==> src/hw/rtl/fnvd_pkg.sv <==
// fnvd_pkg: shared widths, word types and register indexes for the face
// normal view dot block. No dependencies.
`default_nettype none
package fnvd_pkg;

    localparam int COORD_W    = 32;
    localparam int CFG_W      = 32;
    localparam int CFG_IDX_W  = 2;
    localparam int UNIT_SHIFT = 30;

    localparam int EDGE_W  = COORD_W + 1;
    localparam int PROD_W  = 2 * EDGE_W;
    localparam int CROSS_W = PROD_W + 1;
    localparam int MAG_W   = PROD_W;
    localparam int POS_W   = $clog2(MAG_W);
    localparam int M_W     = UNIT_SHIFT + 1;
    localparam int SQ_W    = 2 * M_W + 2;
    localparam int ROOT_W  = SQ_W / 2;
    localparam int Q_W     = UNIT_SHIFT + 1;
    localparam int N_W     = Q_W + 1;
    localparam int DOT_W   = 64;

    localparam int FRONT_STAGES = 8;
    localparam int SQRT_STAGES  = ROOT_W;
    localparam int DIV_STAGES   = Q_W;
    localparam int LATENCY      = FRONT_STAGES + SQRT_STAGES + DIV_STAGES + 3;

    localparam logic [CFG_IDX_W-1:0] CFG_VIEW_X = 2'd0;
    localparam logic [CFG_IDX_W-1:0] CFG_VIEW_Y = 2'd1;
    localparam logic [CFG_IDX_W-1:0] CFG_VIEW_Z = 2'd2;

    localparam logic [CFG_W-1:0] VIEW_Z_RESET = 32'h0001_0000;

    typedef struct packed {
        logic signed [COORD_W-1:0] a_x;
        logic signed [COORD_W-1:0] a_y;
        logic signed [COORD_W-1:0] a_z;
        logic signed [COORD_W-1:0] b_x;
        logic signed [COORD_W-1:0] b_y;
        logic signed [COORD_W-1:0] b_z;
        logic signed [COORD_W-1:0] c_x;
        logic signed [COORD_W-1:0] c_y;
        logic signed [COORD_W-1:0] c_z;
    } face_t;

    typedef struct packed {
        logic signed [31:0] visibility;
        logic               degenerate;
    } result_t;

    typedef struct packed {
        logic [2:0] neg;
        logic       degen;
    } side_t;

endpackage
`default_nettype wire

==> src/hw/rtl/fnvd_sqrt.sv <==
// fnvd_sqrt: pipelined integer square root, one result bit per stage.
// Depends on fnvd_pkg.
`default_nettype none
module fnvd_sqrt
    import fnvd_pkg::*;
(
    input  wire logic              clk,
    input  wire logic [SQ_W-1:0]   radicand,
    output logic      [ROOT_W-1:0] root
);

    localparam int REM_W = ROOT_W + 2;

    logic [SQ_W-1:0]   x_reg    [SQRT_STAGES];
    logic [REM_W-1:0]  rem_reg  [SQRT_STAGES];
    logic [ROOT_W-1:0] root_reg [SQRT_STAGES];

    for (genvar k = 0; k < SQRT_STAGES; k++) begin : g_stage
        logic [SQ_W-1:0]    x_in;
        logic [REM_W-1:0]   rem_in;
        logic [ROOT_W-1:0]  root_in;
        logic [REM_W+1:0]   acc;
        logic [REM_W+1:0]   trial;
        logic [REM_W+1:0]   diff;

        if (k == 0) begin : g_first
            assign x_in    = radicand;
            assign rem_in  = '0;
            assign root_in = '0;
        end else begin : g_next
            assign x_in    = x_reg[k-1];
            assign rem_in  = rem_reg[k-1];
            assign root_in = root_reg[k-1];
        end

        always_comb
        begin
            acc   = {rem_in, x_in[SQ_W-1 -: 2]};
            trial = (REM_W+2)'({root_in, 2'b01});
            diff  = acc - trial;
        end

        always_ff @(posedge clk)
        begin
            x_reg[k] <= x_in << 2;
            if (acc >= trial)
            begin
                rem_reg[k]  <= diff[REM_W-1:0];
                root_reg[k] <= {root_in[ROOT_W-2:0], 1'b1};
            end
            else
            begin
                rem_reg[k]  <= acc[REM_W-1:0];
                root_reg[k] <= {root_in[ROOT_W-2:0], 1'b0};
            end
        end
    end

    assign root = root_reg[SQRT_STAGES-1];

endmodule
`default_nettype wire

==> config.mk <==
export PLATFORM = sky130hd
export DESIGN_NAME = fnvd_sqrt
export DESIGN_NICKNAME = d
export VERILOG_FILES = /design/src/hw/rtl/fnvd_pkg.sv /design/src/hw/rtl/fnvd_sqrt.sv
export SDC_FILE = /design/constraint.sdc
export NUM_CORES = 2
export LEC_CHECK = 0
export BUFFER_PORTS_ARGS = -buffer_cell sky130_fd_sc_hd__buf_4
export CAP_MARGIN = 5
export CORE_MARGIN = 8
export CORE_UTILIZATION = 57
export DETAILED_ROUTE_END_ITERATION = 12
export PLACE_DENSITY = 0.71
export RECOVER_POWER = 50
export SLEW_MARGIN = 30
export SYNTH_ARGS = -nofsm -noshare
export SYNTH_HDL_FRONTEND = slang
export SYNTH_MEMORY_MAX_BITS = 65536
export SYNTH_SLANG_ARGS = --single-unit
==> constraint.sdc <==
create_clock -name clk -period 4.15 [get_ports clk]
set_input_delay 1.0375 -clock clk [delete_from_list [all_inputs] [get_ports clk]]
set_output_delay 1.0375 -clock clk [all_outputs]
set_load 0.01 [all_outputs]
# Yosys cells after proc, flatten, opt, wreduce, memory -nomap -nowiden
# Memories as Yosys holds them, arrays and structs flattened.
# Index checks and enable logic that the tools add are counted.
# word_totals
out_inout_bits	32
inputBits	65
n_memories	3
ramBits	4096
ff_bits	0
elab_cells	291
# classes
n_mux	160
add_sub_neg	32
bitwise	64
magnitude_cmp	32
# mem_list
memory	words	word_bits	rd	rd_clocked_by_memory_dff	write_ports	line	rtl
x_reg	32	62	31	0	32	fnvd_sqrt.sv:14	logic [SQ_W-1:0] x_reg [SQRT_STAGES];
rem_reg	32	34	31	0	32	fnvd_sqrt.sv:15	logic [REM_W-1:0] rem_reg [SQRT_STAGES];
root_reg	32	32	32	0	32	fnvd_sqrt.sv:16	logic [ROOT_W-1:0] root_reg [SQRT_STAGES];
# ops
operator	n
$ge A36 B34 Y1	31
$mux W34	32
$sub A34 B34 Y34	31
$mux W32	32
$mux W1	96
$or A1 B1 Y1	64
$sub A2 B1 Y3 const B	1
$ge A2 B1 Y1 const B	1

# Longest topological paths before layout
# An unclocked memory read counts as a cell.
# logic_depth
ltp_word	5
depth_mapped	15
depth_no_buf	12

# Least setup slack after synthesis
# OpenSTA, ideal clock, no wires.
# synth_path
kind	flip-flop to flip-flop
startpoint	memory root_reg[1][256] (netlist bit)
endpoint	memory rem_reg[1][306] (netlist bit)
n_path_buf	2
required_time_ns	4.032
path_slack_ns	1.123
arrival_ns	2.909
stages_incl_launch_ff	12
synth_period_minus_slack_ns	3.027
cell_sequence	dfxtp_1 -> inv_1 -> ha_1 -> nor2b_1 -> o31a_1 -> o32ai_1 -> o21ai_1 -> a311o_1 -> a21o_1 -> clkbuf_1 -> buf_2 -> xnor2_1
# synth_rtl
element	line
from (decl)	fnvd_sqrt.sv:16
to (decl)	fnvd_sqrt.sv:15

==> metrics.cfg <==
[global_routing]
track_usage = 0.2146
grt_pass1_vias = 61890
overflow = 0
grt_pass1_wl_um = 313000
antenna_found_initial = 4
grt_max_degree = 55

[sta]
drv_slew = 0
rsz0062_at_grt = no
clock.fmax_ghz = 0.2625
fin_crit_ns = 3.809
fin_hold_ws_ns = 0.3015
final_hold_viol_count = 0
fin_crit_sh = 0.9178
setup-tns-final_ns = 0
skew_ns = 0.03924
maxSlewHeadroom = 0.3996
tightest_slew_ns = 0.8937
setup_viol = 0

[floorplanning]
ioPinCount = 97
num_rows = 148
die_area_um2 = 176000
core_um2 = 162200
die_y_um = 419.5
start_util = 0.5720
die_w_um = 419.5

[detailed_routing]
route.detailed.drc = 0
drt-total-wl_um = 192900
viasPerCell = 5.371
drt_pass1_iterations = 9
drt_iter0_drc = 4007
routedWlPerCell_um = 16.49
antenna_left = 0
vias = 62840

[setup_path]
reg2reg_to = rem_reg[1][407]$_DFF_P_
worstPathMaxFanout = 6
worstReg2RegStart = root_reg[1][321]$_DFF_P_
arrival_ns = 4.59
start_kind = flop
required_ns = 4.93
crit_type = reg -> reg
crit_path_end_kind = flop
r2r_setup_slack_ns = 0.34
rr_worst_depth = 11

[worst_hold_path]
hold_class = in -> reg
hold_path_startpoint = radicand[12]
min_to = x_reg[0][12]$_DFF_P_
hold_path_depth = 1

[logic_synthesis]
synth_top_area_share = 0.5443
avgSynthCellArea_um2 = 10.16
synth_cell_type_count = 92
synth_cells = 9133
synth_nets = 9760
async_flop_share = 0
yosysMostFrequentCell = dfxtp_1
ys_seq_area_frac = 0.5443
ys_top_cells_by_area = dfxtp_1 (54%), ha_1 (7.6%), xnor2_1 (4.3%)
syn-cell-area_um2 = 92800
yosys-top-cells-count = dfxtp_1 (2523), inv_1 (718), a21oi_1 (631)
ys.flop_type = dfxtp_1
ys_ff_latch = 2523
yosys.area.top_type = dfxtp_1
synth_edf_count = 0
yosysWarnings = 0

[clocking]
post-cts-setup-buffer-count = 0
clockBufferDepth = 3
clk_latency_ns = 0.86
clk_pin_slew_ns = 0.06
cts_tree = done
h-tree-depth = 4
root_buffer = clkbuf_16
clock_sinks = 2523
numCtsBuffers = 237
ctsResizeCount = 0
ctsHoldBuffers = 0

[power]
cellPowerDensity_nw_per_um2 = 608.5
leakagePower_nw = 49.25
peakVddDrop_uv = 488.8

[layout]
antennaDiodeCount = 0
nFillCells = 13110
area_growth_pct = 12.32
largest_reg_flops = 1003
drive_above_1_share = 0.07423
layout.nets = 9951

[job]
drv_cap = 0

[placed_design]
gp_congestion = 0.9181
dp_hpwl_um = 144600
port_buffers = 96

[run_status]
status = complete, no violations

[worst max-delay path, cell delays in order, from the launching register on]
cell and delay (ns):
dfxtp_1 0.32, inv_1 0.04, ha_1 0.35, a21oi_1 0.22, a21oi_1 0.10, a211oi_1 0.36
o211ai_1 0.25, a2111oi_0 0.73, o21ai_0 0.47, a221o_1 0.46, a211oi_1 0.28, xor2_1 0.16
[cells by family after synthesis]
| group | synth area share |
|---|---|
| flops | 0.5443 |
| simple gates | 0.1245 |
| compound gates | 0.1255 |
| buf+inv | 0.03709 |
| xor+xnor | 0.08070 |
| fa+ha+maj | 0.07578 |
| mux | 0.01209 |
| other cells | 0.00004041 |
[cells in the final DEF, fill, tap and decap left out, types with 29 or more instances in the layout]
cell          n
clkbuf_1     40
nand4_1     100
a21oi_1     631
and3_1       54
or3_1        88
o21ai_0     401
nand2_1     556
and2_1       33
clkbuf_8     33
o31ai_1      49
xor2_1      396
inv_1       718
nor2b_1      87
clkbuf_4     62
xnor2_1     459
a211oi_1     59
nand3b_1     31
or2_2        41
nor2_1      597
nand3_1     160
clkinv_2     31
bufinv_16    29
o21bai_1     57
buf_4        68
o211ai_1     34
or4_1        54
clkbuf_16   238
ha_1        562
a31oi_1      50
a21o_1      260
dfxtp_1    2523
o21a_1       99
nor3_1      212
nand2b_1     99
mux2_2       85
nor4_1      119
[area by class of cell]
cell class | count | area [µm²] | area share
Multi-Input combinational cell | 5708 | 38910 | 0.3734
Timing Repair Buffer | 135 | 1076 | 0.01032
Sequential cell | 2523 | 50510 | 0.4846
Clock buffer | 311 | 6560 | 0.06294
Clock inverter | 129 | 1745 | 0.01675
Tap cell | 2175 | 2721 | 0.02611
Inverter | 719 | 2699 | 0.02589
[how the worst max path moves through the flow]
stage	start	cells after the start	end
3_3_place_gp	root_reg[1][321]$_DFF_P_	11	rem_reg[1][407]$_DFF_P_
3_5_place_dp	root_reg[1][321]$_DFF_P_	11	rem_reg[1][407]$_DFF_P_
5_1_grt	root_reg[1][321]$_DFF_P_	11	rem_reg[1][407]$_DFF_P_
6_report	root_reg[1][321]$_DFF_P_	11	rem_reg[1][407]$_DFF_P_
2_1_floorplan	root_reg[1][256]$_DFF_P_	11	rem_reg[1][306]$_DFF_P_
4_1_cts	root_reg[1][321]$_DFF_P_	11	rem_reg[1][407]$_DFF_P_
[stage by stage]
step                      power, mW  instance area [µm²]  worst slack, ns  utilization  instances
after global routing          66.63               104200           0.1911       0.6425      11700
final                         63.42               104200           0.3410       0.6425      11700
after detailed placement      41.46                95900           0.4882       0.5912      11260
after floorplan               38.31                92800            1.123            -       9133
after CTS                     64.01               104200           0.4410       0.6424      11700
after global placement        41.25                95900           0.4363       0.5912      11260
[routing by layer]
| layer | part of all wire | track usage |
|---|---|---|
| met1 | 0.43 | 0.2616 |
| met3 | 0.041 | 0.03163 |
| met4 | 0.035 | 0.07943 |
| met5 | 0 | 0 |
| met2 | 0.49 | 0.3842 |
[power by group]
part	internal (mW)	switching, mW
logic	4.48	5.43
clock network	13.1	9.29
registers	28.2	3.00
Power figures use the tool's default switching activity.
