`src/hw/rtl/fnvd_pkg.sv`:
```
// fnvd_pkg: shared widths, word types and register indexes for the face
// normal view dot block. No dependencies.
`default_nettype none
package fnvd_pkg;

    localparam int COORD_W    = 32;
    localparam int CFG_W      = 32;
    localparam int CFG_IDX_W  = 2;
    localparam int UNIT_SHIFT = 30;

    localparam int EDGE_W  = COORD_W + 1;
    localparam int PROD_W  = 2 * EDGE_W;
    localparam int CROSS_W = PROD_W + 1;
    localparam int MAG_W   = PROD_W;
    localparam int POS_W   = $clog2(MAG_W);
    localparam int M_W     = UNIT_SHIFT + 1;
    localparam int SQ_W    = 2 * M_W + 2;
    localparam int ROOT_W  = SQ_W / 2;
    localparam int Q_W     = UNIT_SHIFT + 1;
    localparam int N_W     = Q_W + 1;
    localparam int DOT_W   = 64;

    localparam int FRONT_STAGES = 8;
    localparam int SQRT_STAGES  = ROOT_W;
    localparam int DIV_STAGES   = Q_W;
    localparam int LATENCY      = FRONT_STAGES + SQRT_STAGES + DIV_STAGES + 3;

    localparam logic [CFG_IDX_W-1:0] CFG_VIEW_X = 2'd0;
    localparam logic [CFG_IDX_W-1:0] CFG_VIEW_Y = 2'd1;
    localparam logic [CFG_IDX_W-1:0] CFG_VIEW_Z = 2'd2;

    localparam logic [CFG_W-1:0] VIEW_Z_RESET = 32'h0001_0000;

    typedef struct packed {
        logic signed [COORD_W-1:0] a_x;
        logic signed [COORD_W-1:0] a_y;
        logic signed [COORD_W-1:0] a_z;
        logic signed [COORD_W-1:0] b_x;
        logic signed [COORD_W-1:0] b_y;
        logic signed [COORD_W-1:0] b_z;
        logic signed [COORD_W-1:0] c_x;
        logic signed [COORD_W-1:0] c_y;
        logic signed [COORD_W-1:0] c_z;
    } face_t;

    typedef struct packed {
        logic signed [31:0] visibility;
        logic               degenerate;
    } result_t;

    typedef struct packed {
        logic [2:0] neg;
        logic       degen;
    } side_t;

endpackage
`default_nettype wire

```
`src/hw/rtl/fnvd_div.sv`:
```
// fnvd_div: pipelined restoring divider, (m << UNIT_SHIFT) / len, one quotient
// bit per stage. Depends on fnvd_pkg.
`default_nettype none
module fnvd_div
    import fnvd_pkg::*;
(
    input  wire logic              clk,
    input  wire logic [M_W-1:0]    m,
    input  wire logic [ROOT_W-1:0] len,
    output logic      [Q_W-1:0]    quot
);

    logic [ROOT_W-1:0] rem_reg [DIV_STAGES];
    logic [ROOT_W-1:0] len_reg [DIV_STAGES];
    logic [Q_W-1:0]    q_reg   [DIV_STAGES];

    for (genvar k = 0; k < DIV_STAGES; k++) begin : g_stage
        logic [ROOT_W-1:0] rem_in;
        logic [ROOT_W-1:0] len_in;
        logic [Q_W-1:0]    q_in;
        logic              bit_in;
        logic [ROOT_W:0]   acc;
        logic [ROOT_W:0]   diff;

        if (k == 0) begin : g_first
            assign rem_in = ROOT_W'(m[M_W-1:1]);
            assign len_in = len;
            assign q_in   = '0;
            assign bit_in = m[0];
        end else begin : g_next
            assign rem_in = rem_reg[k-1];
            assign len_in = len_reg[k-1];
            assign q_in   = q_reg[k-1];
            assign bit_in = 1'b0;
        end

        always_comb
        begin
            acc  = {rem_in, bit_in};
            diff = acc - {1'b0, len_in};
        end

        always_ff @(posedge clk)
        begin
            len_reg[k] <= len_in;
            if (acc >= {1'b0, len_in})
            begin
                rem_reg[k] <= diff[ROOT_W-1:0];
                q_reg[k]   <= {q_in[Q_W-2:0], 1'b1};
            end
            else
            begin
                rem_reg[k] <= acc[ROOT_W-1:0];
                q_reg[k]   <= {q_in[Q_W-2:0], 1'b0};
            end
        end
    end

    assign quot = q_reg[DIV_STAGES-1];

endmodule
`default_nettype wire

```
`config.mk`:
```
export PLATFORM = sky130hd
export DESIGN_NAME = fnvd_div
export DESIGN_NICKNAME = d
export VERILOG_FILES = /design/src/hw/rtl/fnvd_pkg.sv /design/src/hw/rtl/fnvd_div.sv
export SDC_FILE = /design/constraint.sdc
export NUM_CORES = 2
export LEC_CHECK = 0
export BUFFER_PORTS_ARGS = -buffer_cell sky130_fd_sc_hd__buf_2
export CORE_MARGIN = 2
export CORE_UTILIZATION = 70
export CTS_BUF_LIST = sky130_fd_sc_hd__clkbuf_2
export CTS_CLUSTER_SIZE = 16
export DETAILED_ROUTE_END_ITERATION = 16
export PLACE_DENSITY = 0.87
export SYNTH_ARGS = -nofsm -noshare
export SYNTH_HDL_FRONTEND = slang
export SYNTH_SLANG_ARGS = --single-unit
```
`constraint.sdc`:
```
create_clock -name clk -period 5.95 [get_ports clk]
set_input_delay 1.19 -clock clk [delete_from_list [all_inputs] [get_ports clk]]
set_output_delay 1.19 -clock clk [all_outputs]
set_load 0.02 [all_outputs]
```
==> Word level (Yosys, flattened, before mapping) <==
Memory sizes are Yosys's and may differ from the RTL's.
Cells that the tools add are included.
{ "word_totals": {"regBits": 0, "mem_bits_rw": 2945, "output_inout_bits": 31, "word_cells": 282, "mem_count": 3} }
{ "memory_table": {"columns": ["name", "words", "word_bits", "read_ports", "rd_ports_with_merged_regs", "wr", "line_no", "source"], "rows": [
  ["len_reg", 31, 32, 30, 0, 31, "fnvd_div.sv:14", "logic [ROOT_W-1:0] len_reg [DIV_STAGES];"],
  ["rem_reg", 31, 32, 30, 0, 31, "fnvd_div.sv:13", "logic [ROOT_W-1:0] rem_reg [DIV_STAGES];"],
  ["q_reg", 31, 31, 31, 0, 31, "fnvd_div.sv:15", "logic [Q_W-1:0] q_reg [DIV_STAGES];"]
]} }
{ "op_classes": {"add_sub_neg": 31, "order_cmp": 31, "mux": 155, "bitwise_logic": 62} }
{ "ops": {"columns": ["operator", "count"], "rows": [
  ["$mux 32", 31],
  ["$ge 33x32->1", 30],
  ["$mux 31", 31],
  ["$sub 32x32->32", 30],
  ["$mux 1", 93],
  ["$or 1x1->1", 62],
  ["$ge 31x32->1", 1],
  ["$sub 31x32->32", 1]
]} }

==> Logic depth before layout (Yosys ltp) <==
An unclocked memory read counts as a cell.
{ "depth": {"ltp_word": 5, "ltp_mapped": 17, "mapped_depth_nobuf": 15} }

==> Least setup slack after synthesis <==
OpenSTA, ideal clock, no wires.
{ "synth_path": {"path_kind": "input to register", "from": "in m[0]", "to": "mem rem_reg[0][12] (netlist bit)", "setup_time_ps": 121, "arrival_time_ps": 3826, "t_required_ps": 5829, "path_slack_ps": 2003, "stages": 16, "cell_sequence": "inv_1 -> ha_1 -> inv_1 -> fa_1 -> a21oi_1 -> o21ai_0 -> a21oi_1 -> a21oi_1 -> nor2_1 -> nor4_1 -> o21ai_0 -> a31oi_1 -> o21ba_2 -> clkbuf_1 -> buf_2 -> mux2_2"} }
{ "synth_lines": {"columns": ["item", "line_no", "source"], "rows": [
  ["start, declared", "fnvd_div.sv:8", "input wire logic [M_W-1:0] m,"],
  ["end, declared", "fnvd_div.sv:13", null]
]} }

==> results.py <==
metrics = {
    "clock_network": {
        "cts.sinks": 2416,
        "post_cts_buffers": 0,
        "clkTransAtPathRegs_ps": 140,
        "cts_made_buffers": 587,
        "cts-root-buf": "clkbuf_2",
        "clock_path_buffers": 4,
        "htreeDepth": 6,
        "insertion_delay_ps": 1990,
        "cts_tree": "yes",
    },
    "setup_path": {
        "worstPathRequired_ps": 7700,
        "rr_worst_depth": 14,
        "critical_path.top_delay_family": "compound AO/OA/AOI/OAI gates",
        "cp.depth": 14,
        "path_common_cell": "inv_1",
        "cp_cell_sequence": "inv_1, ha_1, nor2b_1, o21ai_0, a21boi_0, o41ai_1, a21oi_1, or2_2, a211oi_1, o31ai_1, a31oi_4, buf_4, inv_1, mux2_2",
        "worst-setup-path-type": "reg2reg",
        "crit_path_end_kind": "flop",
        "critPathLaunchType": "flop",
        "worstPathMaxFanout": 56,
        "critPathBufInv": 3,
        "max_stage_delay_ps": 530,
        "crit_slowest_cell": "a211oi_1",
        "worstPathArrival_ps": 6210,
    },
    "power_and_ir_drop": {
        "peakVddDrop_mv": 0.391,
        "power_density_nw_per_um2": 623,
        "p_leak_nw": 57.7,
    },
    "drt": {
        "vias_per_cell": 5.85,
        "wl_per_cell_um": 18.7,
        "first_iter_violations": 6908,
        "drt-pass1-iter-count": 9,
        "ant_nets": 0,
        "drc": 0,
        "wirelength_um": 281000,
        "vias": 88000,
    },
    "finish": {
        "area_delta_synth_final_pct": 7.53,
        "nets": 13700,
        "drive_above_1_share": 0.108,
        "fillers": 11400,
        "fin_util": 0.756,
    },
    "synthesis": {
        "synth.most_common_cell": "dfxtp_1",
        "yosys-top-cells-area": "dfxtp_1, ha_1, a21oi_1",
        "synth_cells": 12100,
        "syn_area_per_cell_sq_um": 9.21,
        "synth_nets": 13200,
        "synthArstFlopShare": 0,
        "netlist_area_sq_um": 111000,
        "ys_warn_count": 0,
        "synth_cell_types": 102,
        "synth_edf_count": 0,
        "synth_commonest_cells": "dfxtp_1, inv_1, a21oi_1",
        "yosysTopAreaCell": "dfxtp_1",
        "ys.flop_type": "dfxtp_1",
        "synth-seq-area-share": 0.435,
        "netlist.area_leader.share": 0.435,
        "ys_ff_latch": 2416,
    },
    "die": {
        "pin_count": 95,
        "die_x_um": 402,
        "coreArea_sq_um": 158000,
        "die_height_um": 402,
        "rows": 146,
        "start_util": 0.703,
        "dieArea_sq_um": 162000,
    },
    "run_status": {
        "status": "finished clean",
    },
    "placed_design": {
        "globalplace.congestion": 0.967,
        "io_buffer_count": 94,
        "dpl.hpwl_um": 213000,
    },
    "sta": {
        "tightest_slew_ps": 1370,
        "tns_ps": 0,
        "finClkSkew_ps": 181,
        "fmax_mhz": 224,
        "finalCritPeriodShare": 0.750,
        "maxSlewViolCount": 0,
        "fin_crit_ps": 4460,
        "setup_violations": 0,
        "hold_viol_final": 0,
        "grt_setup_unrepaired": "false",
        "relSlewSlack": 0.0875,
    },
    "flow_run": {
        "drv_cap": 0,
    },
    "global_routing": {
        "grt_pass1_vias": 87300,
        "antenna_found_initial": 9,
        "grt_overflow_total": 0,
        "grt_max_degree": 65,
        "track_usage": 0.338,
        "grt_pass1_wl_um": 444000,
    },
    "worst_hold_path": {
        "hold_class": "in2reg",
        "whs_path_depth": 4,
    },
}
-- where the power goes --
group / internal, mW / switching (mW)
sequential: 21.8 / 3.49
combinational: 16.7 / 21.9
clock: 4.06 / 6.50
total: 42.5 / 31.9
-- placed cells by master (no fill, tap or decap), types with 295 or more instances in the layout --
cell type / count
dfxtp_1: 2416
a21o_1: 593
mux2_2: 295
xor2_1: 348
a21oi_1: 1056
inv_1: 1249
nor2_1: 730
nand2_1: 827
ha_1: 990
clkbuf_2: 813
o21ai_0: 729
xnor2_1: 467
-- cell families (layout without fill, tap and decap cells) --
group / count (synthesis) / in the layout / synth area share
other cells: 0 / 13 / 0
xor+xnor: 815 / 815 / 0.0642
simple gates: 2623 / 2623 / 0.110
buf+inv: 1590 / 2477 / 0.0549
fa+ha+maj: 1020 / 1020 / 0.117
flops: 2416 / 2416 / 0.435
mux: 334 / 334 / 0.0346
compound gates: 3274 / 3274 / 0.184
-- through the flow --
| stage | area (sq um) | worst slack [ps] | instances | hold WS [ps] | total power, mW |
|---|---|---|---|---|---|
| floorplan | 111000 | 2000 | 12100 | 310 | 53.7 |
| global placement | 113000 | 1510 | 13900 | 309 | 62.0 |
| detailed placement | 113000 | 1520 | 13900 | 312 | 63.1 |
| CTS | 120000 | 1640 | 15000 | 8.34 | 74.0 |
| global route | 120000 | 1270 | 15000 | 64.5 | 79.8 |
| finish | 120000 | 1490 | 15000 | 166 | 74.4 |
-- worst min-delay path, stage by stage --
cell and delay, ps:
dlygate4sd3_1 530, buf_2 120, ha_1 160, mux2i_1 80
-- layer usage --
| metal | wire, um | up-vias | share of wire | global-route usage |
|---|---|---|---|---|
| met5 | 22 | - | 0.000078 | 0 |
| met1 | 112000 | 40800 | 0.40 | 0.391 |
| met2 | 137000 | 3317 | 0.49 | 0.590 |
| met4 | 14700 | 4 | 0.052 | 0.182 |
| li1 | - | 42900 | - | - |
| met3 | 17900 | 991 | 0.064 | 0.0654 |
-- worst paths after layout --
check	startpoint	slack, ps	to
worst min-delay path	len[0]	170	rem_reg[0][0]
worst min register to register	q_reg[0][446]	200	q_reg[0][478]
worst max register to register	len_reg[1][257]	1490	rem_reg[1][313]
worst max-delay path	len_reg[1][257]	1490	rem_reg[1][313]
-- repair_timing --
action                     CTS  global route
hold buffers               134             0
resized for setup            0             0
setup endpoints to repair    0             0
hold endpoints to repair    65             0
-- layout make-up --
| class | instances | area [sq um] | area share |
|---|---|---|---|
| sequential | 2416 | 48400 | 0.405 |
| inverter | 1249 | 4690 | 0.0392 |
| multi-input combinational | 8066 | 56800 | 0.476 |
| clock inverter | 158 | 911 | 0.00762 |
| timing repair buffer | 257 | 2030 | 0.0170 |
| clock buffer | 813 | 4070 | 0.0340 |
| tap | 2072 | 2590 | 0.0217 |
| antenna | 13 | 32.5 | 0.000272 |
(Power assumes the default switching activity.)
